## src/hdl/sfd_pkg.sv

```systemverilog
// Package for the serial frame deframer: widths, marker and code constants,
// the register and result structures. No dependencies.
package sfd_pkg;

  // Largest payload length a frame may declare
  localparam int unsigned MAX_PAYLOAD_LEN = 64;

  // Widths derived from the payload limit
  localparam int unsigned LEN_W = $clog2(MAX_PAYLOAD_LEN + 1);
  localparam int unsigned POS_W = $clog2(MAX_PAYLOAD_LEN + 9);

  // Configuration port
  localparam int unsigned ADDR_W = 4;
  localparam int unsigned DATA_W = 32;
  localparam logic [1:0] REG_LOWEST_TYPE  = 2'd0;
  localparam logic [1:0] REG_HIGHEST_TYPE = 2'd1;
  localparam logic [1:0] REG_EXP_ACK_CNT  = 2'd2;

  // Marker byte range; the start marker is FB FC FD FE in order
  localparam logic [7:0] MARKER_FIRST = 8'hFB;
  localparam logic [7:0] MARKER_LAST  = 8'hFE;

  // Result kinds
  localparam logic [1:0] KIND_DATA   = 2'd0;
  localparam logic [1:0] KIND_ACCEPT = 2'd1;
  localparam logic [1:0] KIND_DROP   = 2'd2;

  // Drop reasons
  localparam logic [2:0] DROP_MARKER   = 3'd0;
  localparam logic [2:0] DROP_TYPE     = 3'd1;
  localparam logic [2:0] DROP_ACK_CNT  = 3'd2;
  localparam logic [2:0] DROP_LENGTH   = 3'd3;
  localparam logic [2:0] DROP_CHECKSUM = 3'd4;

  typedef struct packed {
    logic [7:0] lowest_type;
    logic [7:0] highest_type;
    logic [7:0] expected_ack_counter;
  } sfd_cfg_t;

  typedef struct packed {
    logic [1:0] kind;
    logic [7:0] data_byte;
    logic [7:0] frame_type;
    logic [7:0] frame_counter;
    logic       is_ack;
    logic [6:0] decoded_length;
    logic [2:0] drop_reason;
  } sfd_result_t;

endpackage

```

## src/hdl/sfd_if.sv

```systemverilog
// Channel interfaces for the deframer: received byte stream and result stream.
// Depends on sfd_pkg.
interface sfd_byte_if import sfd_pkg::*; ();
  logic       valid;
  logic       ready;
  logic [7:0] rx_byte;

  modport source (output valid, output rx_byte, input ready);
  modport sink (input valid, input rx_byte, output ready);
endinterface

interface sfd_result_if import sfd_pkg::*; ();
  logic       valid;
  logic       ready;
  logic [1:0] kind;
  logic [7:0] data_byte;
  logic [7:0] frame_type;
  logic [7:0] frame_counter;
  logic       is_ack;
  logic [6:0] decoded_length;
  logic [2:0] drop_reason;

  modport source (output valid, output kind, output data_byte, output frame_type,
                  output frame_counter, output is_ack, output decoded_length,
                  output drop_reason, input ready);
  modport sink (input valid, input kind, input data_byte, input frame_type,
                input frame_counter, input is_ack, input decoded_length,
                input drop_reason, output ready);
endinterface

```

## src/hdl/sfd_regs.sv

```systemverilog
// APB-style configuration registers of the deframer (type range, ack counter).
// Depends on sfd_pkg.
module sfd_regs import sfd_pkg::*; (
  input  logic              clk,
  input  logic              rst,
  input  logic              psel,
  input  logic              penable,
  input  logic              pwrite,
  input  logic [ADDR_W-1:0] paddr,
  input  logic [DATA_W-1:0] pwdata,
  output logic [DATA_W-1:0] prdata,
  output logic              pready,
  output sfd_cfg_t          cfg
);

  logic wr_en;

  assign pready = 1'b1;
  assign wr_en  = psel && penable && pwrite && pready;

  // Register writes in the access phase
  always_ff @(posedge clk) begin
    if (rst) begin
      cfg.lowest_type          <= 8'd0;
      cfg.highest_type         <= 8'hFF;
      cfg.expected_ack_counter <= 8'd0;
    end else if (wr_en) begin
      case (paddr[3:2])
        REG_LOWEST_TYPE:  cfg.lowest_type          <= pwdata[7:0];
        REG_HIGHEST_TYPE: cfg.highest_type         <= pwdata[7:0];
        REG_EXP_ACK_CNT:  cfg.expected_ack_counter <= pwdata[7:0];
        default: ;
      endcase
    end
  end

  // Read-back mux
  always_comb begin
    prdata = '0;
    case (paddr[3:2])
      REG_LOWEST_TYPE:  prdata[7:0] = cfg.lowest_type;
      REG_HIGHEST_TYPE: prdata[7:0] = cfg.highest_type;
      REG_EXP_ACK_CNT:  prdata[7:0] = cfg.expected_ack_counter;
      default:          prdata      = '0;
    endcase
  end

endmodule

```

## src/hdl/sfd_core.sv

```systemverilog
// Deframer core: input byte register, frame parse state and one-pass decode
// of each byte into at most one result. Depends on sfd_pkg.
module sfd_core import sfd_pkg::*; (
  input  logic        clk,
  input  logic        rst,
  input  sfd_cfg_t    cfg,
  input  logic        in_valid,
  input  logic [7:0]  in_byte,
  output logic        in_ready,
  input  logic        res_full,
  output logic        res_push,
  output sfd_result_t res_data
);

  // Input register
  logic       s1_valid;
  logic [7:0] s1_byte;
  logic       advance;

  // Frame state
  logic [POS_W-1:0] byte_position, byte_position_next;
  logic [LEN_W-1:0] declared_length, declared_length_next;
  logic [15:0]      running_sum, running_sum_next;
  logic [7:0]       sum_high_byte, sum_high_byte_next;
  logic [7:0]       held_type, held_type_next;
  logic [7:0]       held_counter, held_counter_next;
  logic             skip_pending, skip_pending_next;
  logic [LEN_W-1:0] kept_count, kept_count_next;

  logic             restart;
  logic             has_result;
  sfd_result_t      result;
  logic [POS_W-1:0] pay_end;
  logic [15:0]      sum_plus;
  logic             is_marker;

  assign advance  = s1_valid && !res_full;
  assign in_ready = !s1_valid || !res_full;

  always_ff @(posedge clk) begin
    if (rst) begin
      s1_valid <= 1'b0;
    end else if (in_ready) begin
      s1_valid <= in_valid;
    end
  end

  always_ff @(posedge clk) begin
    if (in_ready && in_valid) begin
      s1_byte <= in_byte;
    end
  end

  assign pay_end   = POS_W'(7) + POS_W'(declared_length);
  assign sum_plus  = running_sum + {8'd0, s1_byte};
  assign is_marker = (s1_byte >= MARKER_FIRST) && (s1_byte <= MARKER_LAST);

  // Decode of the held byte against the frame position
  always_comb begin
    byte_position_next   = byte_position;
    declared_length_next = declared_length;
    running_sum_next     = running_sum;
    sum_high_byte_next   = sum_high_byte;
    held_type_next       = held_type;
    held_counter_next    = held_counter;
    skip_pending_next    = skip_pending;
    kept_count_next      = kept_count;
    restart              = 1'b0;
    has_result           = 1'b0;
    result               = '0;

    if (byte_position < POS_W'(4)) begin
      // start marker hunt
      if (s1_byte != (MARKER_FIRST + {6'd0, byte_position[1:0]})) begin
        restart = 1'b1;
        if (byte_position != '0) begin
          has_result         = 1'b1;
          result.kind        = KIND_DROP;
          result.drop_reason = DROP_MARKER;
        end
      end else begin
        if (byte_position != '0) running_sum_next = sum_plus;
        byte_position_next = byte_position + POS_W'(1);
      end
    end else if (byte_position == POS_W'(4)) begin
      // type byte
      held_type_next   = s1_byte;
      running_sum_next = sum_plus;
      if (s1_byte < cfg.lowest_type || s1_byte > cfg.highest_type) begin
        restart            = 1'b1;
        has_result         = 1'b1;
        result.kind        = KIND_DROP;
        result.frame_type  = s1_byte;
        result.is_ack      = s1_byte[0];
        result.drop_reason = DROP_TYPE;
      end else begin
        byte_position_next = POS_W'(5);
      end
    end else if (byte_position == POS_W'(5)) begin
      // counter byte; acks must carry the expected counter
      held_counter_next = s1_byte;
      running_sum_next  = sum_plus;
      if (held_type[0] && s1_byte != cfg.expected_ack_counter) begin
        restart              = 1'b1;
        has_result           = 1'b1;
        result.kind          = KIND_DROP;
        result.frame_type    = held_type;
        result.frame_counter = s1_byte;
        result.is_ack        = 1'b1;
        result.drop_reason   = DROP_ACK_CNT;
      end else begin
        byte_position_next = POS_W'(6);
      end
    end else if (byte_position == POS_W'(6)) begin
      // encoded length byte
      if ({1'b0, s1_byte} > 9'(MAX_PAYLOAD_LEN)) begin
        restart              = 1'b1;
        has_result           = 1'b1;
        result.kind          = KIND_DROP;
        result.frame_type    = held_type;
        result.frame_counter = held_counter;
        result.is_ack        = held_type[0];
        result.drop_reason   = DROP_LENGTH;
      end else begin
        declared_length_next = LEN_W'(s1_byte);
        running_sum_next     = sum_plus;
        kept_count_next      = '0;
        skip_pending_next    = 1'b0;
        byte_position_next   = POS_W'(7);
      end
    end else if (byte_position < pay_end) begin
      // payload with destuffing
      running_sum_next   = sum_plus;
      byte_position_next = byte_position + POS_W'(1);
      if (skip_pending) begin
        skip_pending_next = 1'b0;
      end else begin
        kept_count_next      = kept_count + LEN_W'(1);
        skip_pending_next    = is_marker;
        has_result           = 1'b1;
        result.kind          = KIND_DATA;
        result.data_byte     = s1_byte;
        result.frame_type    = held_type;
        result.frame_counter = held_counter;
        result.is_ack        = held_type[0];
      end
    end else if (byte_position == pay_end) begin
      // checksum high byte
      sum_high_byte_next = s1_byte;
      byte_position_next = byte_position + POS_W'(1);
    end else if (byte_position == pay_end + POS_W'(1)) begin
      // checksum low byte and final report
      restart              = 1'b1;
      has_result           = 1'b1;
      result.frame_type    = held_type;
      result.frame_counter = held_counter;
      result.is_ack        = held_type[0];
      if ({sum_high_byte, s1_byte} == running_sum) begin
        result.kind           = KIND_ACCEPT;
        result.decoded_length = 7'(kept_count);
      end else begin
        result.kind        = KIND_DROP;
        result.drop_reason = DROP_CHECKSUM;
      end
    end else begin
      restart = 1'b1;
    end

    if (restart) begin
      byte_position_next   = '0;
      declared_length_next = '0;
      running_sum_next     = '0;
      sum_high_byte_next   = '0;
      held_type_next       = '0;
      held_counter_next    = '0;
      skip_pending_next    = 1'b0;
      kept_count_next      = '0;
    end
  end

  // State update once per processed byte
  always_ff @(posedge clk) begin
    if (rst) begin
      byte_position   <= '0;
      declared_length <= '0;
      running_sum     <= '0;
      sum_high_byte   <= '0;
      held_type       <= '0;
      held_counter    <= '0;
      skip_pending    <= 1'b0;
      kept_count      <= '0;
    end else if (advance) begin
      byte_position   <= byte_position_next;
      declared_length <= declared_length_next;
      running_sum     <= running_sum_next;
      sum_high_byte   <= sum_high_byte_next;
      held_type       <= held_type_next;
      held_counter    <= held_counter_next;
      skip_pending    <= skip_pending_next;
      kept_count      <= kept_count_next;
    end
  end

  assign res_push = advance && has_result;
  assign res_data = result;

endmodule

```

## src/hdl/sfd_outbuf.sv

```systemverilog
// Two-entry result buffer (output register plus skid entry) so that the core
// keeps running while the receiver stalls. Depends on sfd_pkg.
module sfd_outbuf import sfd_pkg::*; (
  input  logic        clk,
  input  logic        rst,
  input  logic        push,
  input  sfd_result_t push_data,
  output logic        full,
  output logic        out_valid,
  input  logic        out_ready,
  output sfd_result_t out_data
);

  logic        skid_valid;
  sfd_result_t skid_data;
  logic        pop;

  assign pop  = out_valid && out_ready;
  assign full = skid_valid;

  // Control: push never arrives while the skid entry is occupied
  always_ff @(posedge clk) begin
    if (rst) begin
      out_valid  <= 1'b0;
      skid_valid <= 1'b0;
    end else if (out_valid && !pop) begin
      if (push) skid_valid <= 1'b1;
    end else if (skid_valid) begin
      out_valid  <= 1'b1;
      skid_valid <= push;
    end else begin
      out_valid <= push;
    end
  end

  // Payload
  always_ff @(posedge clk) begin
    if (out_valid && !pop) begin
      if (push) skid_data <= push_data;
    end else if (skid_valid) begin
      out_data <= skid_data;
      if (push) skid_data <= push_data;
    end else if (push) begin
      out_data <= push_data;
    end
  end

endmodule

```

## src/hdl/serial_frame_deframer_unit.sv

```systemverilog
// Serial frame deframer, top level: configuration port, core and result buffer.
// Depends on sfd_pkg, sfd_if, sfd_regs, sfd_core, sfd_outbuf.
//
// Usage:
//   rx  : one received byte per transaction (valid/ready).
//   res : at most one result per byte: a destuffed payload byte, a frame
//         accept (with decoded length) or a frame drop (with reason).
//   APB : lowest_type at 0x0, highest_type at 0x4, expected_ack_counter at 0x8;
//         write only while no byte is in flight. pready is always high.
// Each result passes the input register and then the output register before it
//   is presented on res.
// Throughput: one byte per cycle while the result buffer has room; every byte
//   is decoded in a single pass through the position compare, the 16-bit sum
//   add and the counter step.
// Reset (rst, synchronous): registers return to 0 / 255 / 0 and the parser
//   hunts for the first marker byte; buffered results are discarded.
// Receiver stall: a two-entry result buffer absorbs one more result; rx.ready
//   falls once both entries are full and a byte waits in the input register,
//   so nothing is lost or repeated.
module serial_frame_deframer_unit import sfd_pkg::*; (
  input  logic              clk,
  input  logic              rst,
  sfd_byte_if.sink          rx,
  sfd_result_if.source      res,
  input  logic              psel,
  input  logic              penable,
  input  logic              pwrite,
  input  logic [ADDR_W-1:0] paddr,
  input  logic [DATA_W-1:0] pwdata,
  output logic [DATA_W-1:0] prdata,
  output logic              pready
);

  sfd_cfg_t    cfg;
  logic        buf_full;
  logic        res_push;
  sfd_result_t res_data;
  sfd_result_t out_data;

  // Configuration registers
  sfd_regs u_regs (
    .clk     (clk),
    .rst     (rst),
    .psel    (psel),
    .penable (penable),
    .pwrite  (pwrite),
    .paddr   (paddr),
    .pwdata  (pwdata),
    .prdata  (prdata),
    .pready  (pready),
    .cfg     (cfg)
  );

  // Frame parser
  sfd_core u_core (
    .clk      (clk),
    .rst      (rst),
    .cfg      (cfg),
    .in_valid (rx.valid),
    .in_byte  (rx.rx_byte),
    .in_ready (rx.ready),
    .res_full (buf_full),
    .res_push (res_push),
    .res_data (res_data)
  );

  // Result buffer
  sfd_outbuf u_outbuf (
    .clk       (clk),
    .rst       (rst),
    .push      (res_push),
    .push_data (res_data),
    .full      (buf_full),
    .out_valid (res.valid),
    .out_ready (res.ready),
    .out_data  (out_data)
  );

  assign res.kind           = out_data.kind;
  assign res.data_byte      = out_data.data_byte;
  assign res.frame_type     = out_data.frame_type;
  assign res.frame_counter  = out_data.frame_counter;
  assign res.is_ack         = out_data.is_ack;
  assign res.decoded_length = out_data.decoded_length;
  assign res.drop_reason    = out_data.drop_reason;

  // Input stalls only while a result is waiting at the output
  a_stall_has_result: assert property (@(posedge clk) disable iff (rst)
    !rx.ready |-> res.valid)
    else $error("input stalled with no result pending");

  // A result is never pushed into a full buffer
  a_no_overflow: assert property (@(posedge clk) disable iff (rst)
    buf_full |-> !res_push)
    else $error("result pushed while buffer full");

  // Payload results carry no length or reason
  a_data_fields: assert property (@(posedge clk) disable iff (rst)
    (res.valid && res.kind == KIND_DATA) |->
      (res.decoded_length == 7'd0 && res.drop_reason == DROP_MARKER))
    else $error("payload result with length or reason set");

  // Accepted length never exceeds the payload limit
  a_accept_len: assert property (@(posedge clk) disable iff (rst)
    (res.valid && res.kind == KIND_ACCEPT) |->
      ({1'b0, res.decoded_length} <= 8'(MAX_PAYLOAD_LEN)))
    else $error("accepted frame longer than the limit");

endmodule
```

## src/flat_wrapper.sv

```systemverilog
// flat-port wrapper written by rule: the top's interface ports become plain ports
module serial_frame_deframer_unit_flat import sfd_pkg::*;
  (clk, rst, psel, penable, pwrite, paddr, pwdata, prdata, pready, rx_valid, rx_rx_byte, rx_ready, res_valid, res_kind, res_data_byte, res_frame_type, res_frame_counter, res_is_ack, res_decoded_length, res_drop_reason, res_ready);
  sfd_byte_if rx_i ();
  sfd_result_if res_i ();
  input  logic clk;
  input  logic rst;
  input  logic psel;
  input  logic penable;
  input  logic pwrite;
  input  logic [ADDR_W-1:0] paddr;
  input  logic [DATA_W-1:0] pwdata;
  output logic [DATA_W-1:0] prdata;
  output logic pready;
  input wire logic [$bits(rx_i.valid)-1:0] rx_valid;
  input wire logic [$bits(rx_i.rx_byte)-1:0] rx_rx_byte;
  output wire logic [$bits(rx_i.ready)-1:0] rx_ready;
  output wire logic [$bits(res_i.valid)-1:0] res_valid;
  output wire logic [$bits(res_i.kind)-1:0] res_kind;
  output wire logic [$bits(res_i.data_byte)-1:0] res_data_byte;
  output wire logic [$bits(res_i.frame_type)-1:0] res_frame_type;
  output wire logic [$bits(res_i.frame_counter)-1:0] res_frame_counter;
  output wire logic [$bits(res_i.is_ack)-1:0] res_is_ack;
  output wire logic [$bits(res_i.decoded_length)-1:0] res_decoded_length;
  output wire logic [$bits(res_i.drop_reason)-1:0] res_drop_reason;
  input wire logic [$bits(res_i.ready)-1:0] res_ready;
  assign rx_i.valid = rx_valid;
  assign rx_i.rx_byte = rx_rx_byte;
  assign rx_ready = rx_i.ready;
  assign res_valid = res_i.valid;
  assign res_kind = res_i.kind;
  assign res_data_byte = res_i.data_byte;
  assign res_frame_type = res_i.frame_type;
  assign res_frame_counter = res_i.frame_counter;
  assign res_is_ack = res_i.is_ack;
  assign res_decoded_length = res_i.decoded_length;
  assign res_drop_reason = res_i.drop_reason;
  assign res_i.ready = res_ready;
  serial_frame_deframer_unit u_core (.clk(clk), .rst(rst), .rx(rx_i), .res(res_i), .psel(psel), .penable(penable), .pwrite(pwrite), .paddr(paddr), .pwdata(pwdata), .prdata(prdata), .pready(pready));
endmodule
```

## config.mk

```make
export PLATFORM = sky130hd
export DESIGN_NAME = serial_frame_deframer_unit_flat
export DESIGN_NICKNAME = d
export VERILOG_FILES = /design/src/hdl/sfd_pkg.sv /design/src/hdl/sfd_if.sv /design/src/hdl/sfd_regs.sv /design/src/hdl/sfd_core.sv /design/src/hdl/sfd_outbuf.sv /design/src/hdl/serial_frame_deframer_unit.sv /design/src/flat_wrapper.sv
export SDC_FILE = /design/constraint.sdc
export NUM_CORES = 1
export LEC_CHECK = 0
export BUFFER_PORTS_ARGS = -buffer_cell sky130_fd_sc_hd__buf_2
export CAP_MARGIN = 0
export CORE_MARGIN = 1
export CORE_UTILIZATION = 35
export CTS_BUF_LIST = sky130_fd_sc_hd__clkbuf_8 sky130_fd_sc_hd__clkbuf_16
export DETAILED_ROUTE_END_ITERATION = 10
export SLEW_MARGIN = 0
export SYNTH_ARGS = -nofsm -noshare
export SYNTH_HDL_FRONTEND = slang
export SYNTH_SLANG_ARGS = --single-unit
```

## constraint.sdc

```tcl
create_clock -name clk -period 8.45 [get_ports clk]
set_input_delay 0.4225 -clock clk [delete_from_list [all_inputs] [get_ports clk]]
set_output_delay 0.4225 -clock clk [all_outputs]
set_load 0.03 [all_outputs]
```

=== After elaboration in Yosys (flattened, before gate mapping) ===
Cells that the tools add are included.

* Mux-type cells: 130
* Eq/ne operators: 24
* Add/subtract/negate cells: 6
* Reduce and logical (&&, ||, !) cells: 37
* $lt $le $gt $ge: 7
* Bitwise operators: 1

{| class="wikitable"
|+ Operator list
! cell !! count
|-
| $mux 7 || 29
|-
| $mux 37 || 5
|-
| $mux 8 || 21
|-
| $mux 16 || 9
|-
| $mux 17 || 5
|-
| $mux 27 || 2
|-
| $mux 1 || 35
|-
| $mux 32 || 1
|-
| $mux 2 || 15
|-
| $mux 25 || 1
|-
| $pmux 8 s3 || 1
|-
| $add 7x1->7 const B || 3
|-
| $eq 7x3->1 const B || 3
|-
| $reduce_and 6->1 || 3
|-
| $add 16x8->16 || 1
|-
| $eq 16x16->1 || 1
|-
| $ne 8x8->1 || 2
|-
| $mux 3 || 5
|-
| $eq 7x7->1 || 2
|-
| $ne 2x2->1 const B || 7
|-
| $reduce_and 7->1 || 2
|-
| $reduce_bool 7->1 || 2
|-
| $reduce_bool 2->1 || 6
|-
| $mux 10 || 1
|-
| other kinds (28) || 43
|}

* Output and inout bits: 72
* Register bits: 171
* Word-level logic and storage cells: 234

=== Longest topological paths before layout ===
* Word-level depth: 14
* Gate-level depth with buffers: 16
* Mapped depth without buffers: 14

=== Modules after synthesis ===
Synthesis repeated with hierarchy kept, for this count alone.

* Cells, all modules: 898
* Area, all modules: 9441.6 sq um

{| class="wikitable"
|+ Modules (own cells, without submodules)
! module !! times used !! area each (sq um) !! cells each
|-
| sfd_core || 1 || 5109.9 || 617
|-
| sfd_outbuf || 1 || 2941.6 || 127
|-
| sfd_regs || 1 || 1390.1 || 154
|}

=== Worst setup path after synthesis ===
No wires, ideal clock.

* Path type: flip-flop to flip-flop
* From: register u_core.u_core.declared_length[0] (netlist name)
* To: register u_core.u_outbuf.skid_data[0] (netlist bit), enable pin
* Path buffers: 1
* Cell stages (with the launch flop): 16
* Library setup time: 0.487 ns
* Data arrival time: 5.231 ns
* Data required time: 7.963 ns
* Path slack: 2.732 ns
* Cells stage by stage: dfxtp_1 > inv_1 > ha_1 > nand2b_1 > nand2_1 > xor2_1 > ha_1 > a21oi_1 > o21ai_1 > or3_1 > clkbuf_1 > nor2_1 > nor2_1 > a21oi_1 > o21ai_0 > a211oi_1

{| class="wikitable"
|+ RTL lines
! item !! line !! RTL
|-
| to (signal assigned) || sfd_outbuf.sv:39 || <nowiki>if (push) skid_data <= push_data;</nowiki>
|-
| to (signal assigned) || sfd_outbuf.sv:42 || <nowiki>if (push) skid_data <= push_data;</nowiki>
|-
| to (decl) || sfd_outbuf.sv:15 || <nowiki>sfd_result_t skid_data;</nowiki>
|}

==> results.ini <==
[clock_network]
postCtsHoldBufs = 0
max-clock-path-buffers = 2
clkSinkCount = 171
clk_pin_slew_ps = 70
h-tree-depth = 4
numCtsBuffers = 17
cts_root_buffer = clkbuf_16
cts_tree = yes
cts_setup_buffers = 0
clk_latency_ps = 440
cts_resized = 0

[timing]
hold_violations = 0
timing.final.crit_share_pct = 52.69
skew_ps = 19.43
drv_slew = 0
slew_headroom_pct = 32.44
tightest_slew_ps = 1004
setup_viol = 0
fmax_mhz = 224.6
rsz0062_at_grt = no
fin_setup_tns_ps = 0
period_minus_slack_ps = 4452

[die]
die_area_um2 = 26700
ios = 123
rows = 58
fp.coreArea_um2 = 25400
start_util_pct = 35.90
dieWidth_um = 163.4
die_h_um = 163.4

[synth]
syn_avg_cell_area_um2 = 10.20
ys_ff_latch = 171
synth_top_area_share_pct = 27.01
yosysTopAreaCell = edfxtp_1
synth_area_leaders = edfxtp_1, dfxtp_1, ha_1
seq_area_frac_synth_pct = 46.55
post-synth-top-count-cell = dfxtp_1
synth_common_cells = dfxtp_1, nand2_1, edfxtp_1, nor2_1, mux2i_1
ys_async_sr_fraction_pct = 0
ys_types = 76
synth_ff_type = dfxtp_1
ys.warnings.count = 0
synth_edf_count = 82
syn_area_um2 = 9117
synthCells = 894

[layout]
nets = 1035
stdcell_count = 1288
antenna_cells = 0
final_area_um2 = 10250
drive_above_1_share_pct = 17.01
fill_cells = 2479
syn2layout_area_growth_pct = 12.43

[global_route]
grt_max_degree = 52
grt_pass1_vias = 6567
grtUsageTotal_pct = 16.88
antenna_found_initial = 0
grt_first_pass_wirelength_mm = 35.03
grt_overflow = 0

[routing]
avgViaCountPerCell = 5.352
vias = 6893
drt-total-wl_mm = 22.02
drc = 0
drtAntennaViolNets = 0
detail_route.first_pass.iterations = 5
avgRoutedWirePerCell_um = 17.10
drtIter0Drc = 422

[critical_path]
slowest_stage = edfxtp_1
cp.arrival_ps = 4550
rr_endpoint = u_core.u_outbuf.skid_data[11]
path_max_fanout = 28
cp-start-kind = flop
slowest_delay_ps = 840
worstSetupPathType = reg -> reg
rr_startpoint = u_core.u_core.s1_byte[7]
worst_path_most_repeated_cell = a21oi_1
crit_path_end_kind = flop
r2r_cells = 9
crit_chain = ha_1 > a211o_1 > a21oi_1 > o21a_1 > a211oi_1 > a21oi_1 > o21ai_0 > a211oi_4 > buf_4
r2r_setup_slack_ps = 4000
required_ps = 8540

[power_and_ir_drop]
peakVddDrop_mv = 0.1208
combPwrFrac_pct = 6.3
p_sw_share_pct = 25.66
p_clk_share_pct = 43.9
intPower_uw = 1319
seqPwrFrac_pct = 49.7
power.density_nw_per_um2 = 173.1
p_sw_uw = 455.4
power_leakage_uw = 0.004012

[min_path]
hold_end = u_core.u_core.s1_byte[6]
hold_path_class = in -> reg
hold_depth = 1
min_from = rx_rx_byte[6]

[placed_design]
dp.final_hpwl_mm = 15.10
gp_congestion = 0.8877
port_buffers = 71
placed_cells_incl_taps = 1256
post_dp_cell_area_um2 = 9672

[run_status]
status = completed

[flow_run]
drv_cap = 0

[registers in the layout (all words and copies together) (netlist names)]
| name | cells |
|---|---|
| u_core.u_core.held_counter | 8 |
| u_core.u_core.s1_valid | 1 |
| u_core.u_core.byte_position | 7 |
| u_core.u_core.s1_byte | 8 |
| u_core.u_outbuf.full | 1 |
| u_core.u_core.skip_pending | 1 |
| u_core.u_core.declared_length | 7 |
| u_core.u_outbuf.skid_data | 37 |
| u_core.u_core.held_type | 8 |
| u_core.u_core.running_sum | 16 |
| u_core.u_core.kept_count | 7 |
| u_core.u_outbuf.out_valid | 1 |
| u_core.u_regs.cfg | 24 |
| u_core.u_outbuf.out_data | 37 |
| u_core.u_core.sum_high_byte | 8 |
[worst max-delay path by stage]
stage / from / to / slack (ps) / depth (start not counted)
6_report: u_core.u_core.s1_byte[7] / u_core.u_outbuf.skid_data[11] / 4000 / 9
5_1_grt: u_core.u_core.s1_byte[7] / u_core.u_outbuf.skid_data[10] / 3750 / 9
4_1_cts: u_core.u_core.s1_byte[7] / u_core.u_outbuf.skid_data[10] / 4010 / 9
3_5_place_dp: u_core.u_core.s1_byte[7] / u_core.u_outbuf.skid_data[17] / 4030 / 9
3_3_place_gp: u_core.u_core.s1_byte[7] / u_core.u_outbuf.skid_data[14] / 4020 / 9
2_1_floorplan: u_core.u_core.declared_length[0] / u_core.u_outbuf.skid_data[0] / 2730 / 15
[area by class of cell]
cell class	instances	area, um2	share of cell area [%]
clock buffer	17	425.4	4.150
inverter	34	127.6	1.245
timing repair buffer	82	437.9	4.272
clock inverter	15	153.9	1.501
tap	330	412.9	4.028
multi-input combinational	639	4449	43.40
sequential	171	4244	41.40
[metrics by stage]
| stage | power (uW) | setup WS (ps) | hold slack (ps) | utilization (%) |
|---|---|---|---|---|
| final | 1775 | 3998 | 163.6 | 40.36 |
| after global routing | 1830 | 3748 | 150.7 | 40.36 |
| after CTS | 1788 | 4012 | 148.8 | 40.36 |
| after detailed placement | 1013 | 4028 | 452.3 | 38.08 |
| after global placement | 1012 | 4020 | 441.4 | 38.08 |
| after floorplan | 986.1 | 2732 | 435.6 | - |
[logic make-up (layout without fill, tap and decap cells)]
kind of cell    Yosys count  after routing  share of synthesized area [%]
buf+inv                 107            148                          5.901
flops                   171            171                          46.55
other cells               2             25                        0.08237
simple gates            286            286                          15.77
mux                      75             75                          8.714
fa+ha+maj                39             39                          5.434
compound gates          171            171                          13.42
xor+xnor                 43             43                          4.131
[cell usage in the layout (no fill, tap or decap), types with 27 or more instances in the layout]
cell type / n
dfxtp_1: 89
nand2_1: 86
edfxtp_1: 82
buf_2: 71
nor2_1: 52
mux2i_1: 40
nand3_1: 39
ha_1: 38
mux2_2: 35
inv_1: 34
a21oi_1: 30
o21ai_0: 27
xnor2_1: 27
[routing by layer]
layer / share of wire, % / global-route usage, %
met1: 48 / 22.45
met2: 47 / 27.81
met3: 4.1 / 2.793
met4: 1.8 / 5.268
met5: 0 / 0
[critical path, delay by kind of cell (launching register included)]
family	cells	cell delay, ps
compound gates	7	2410
fa+ha+maj	1	380
flops	1	840
buf+inv	1	460
[power groups by stage]
stage	Combinational (uW)	Clock (uW)	Sequential [uW]
final	113	779	883
after global routing	122	825	883
after CTS	112	793	883
after detailed placement	112	0	902
after global placement	111	0	901
after floorplan	87.6	0	899
Note: power is estimated with default switching activity, not from simulation.
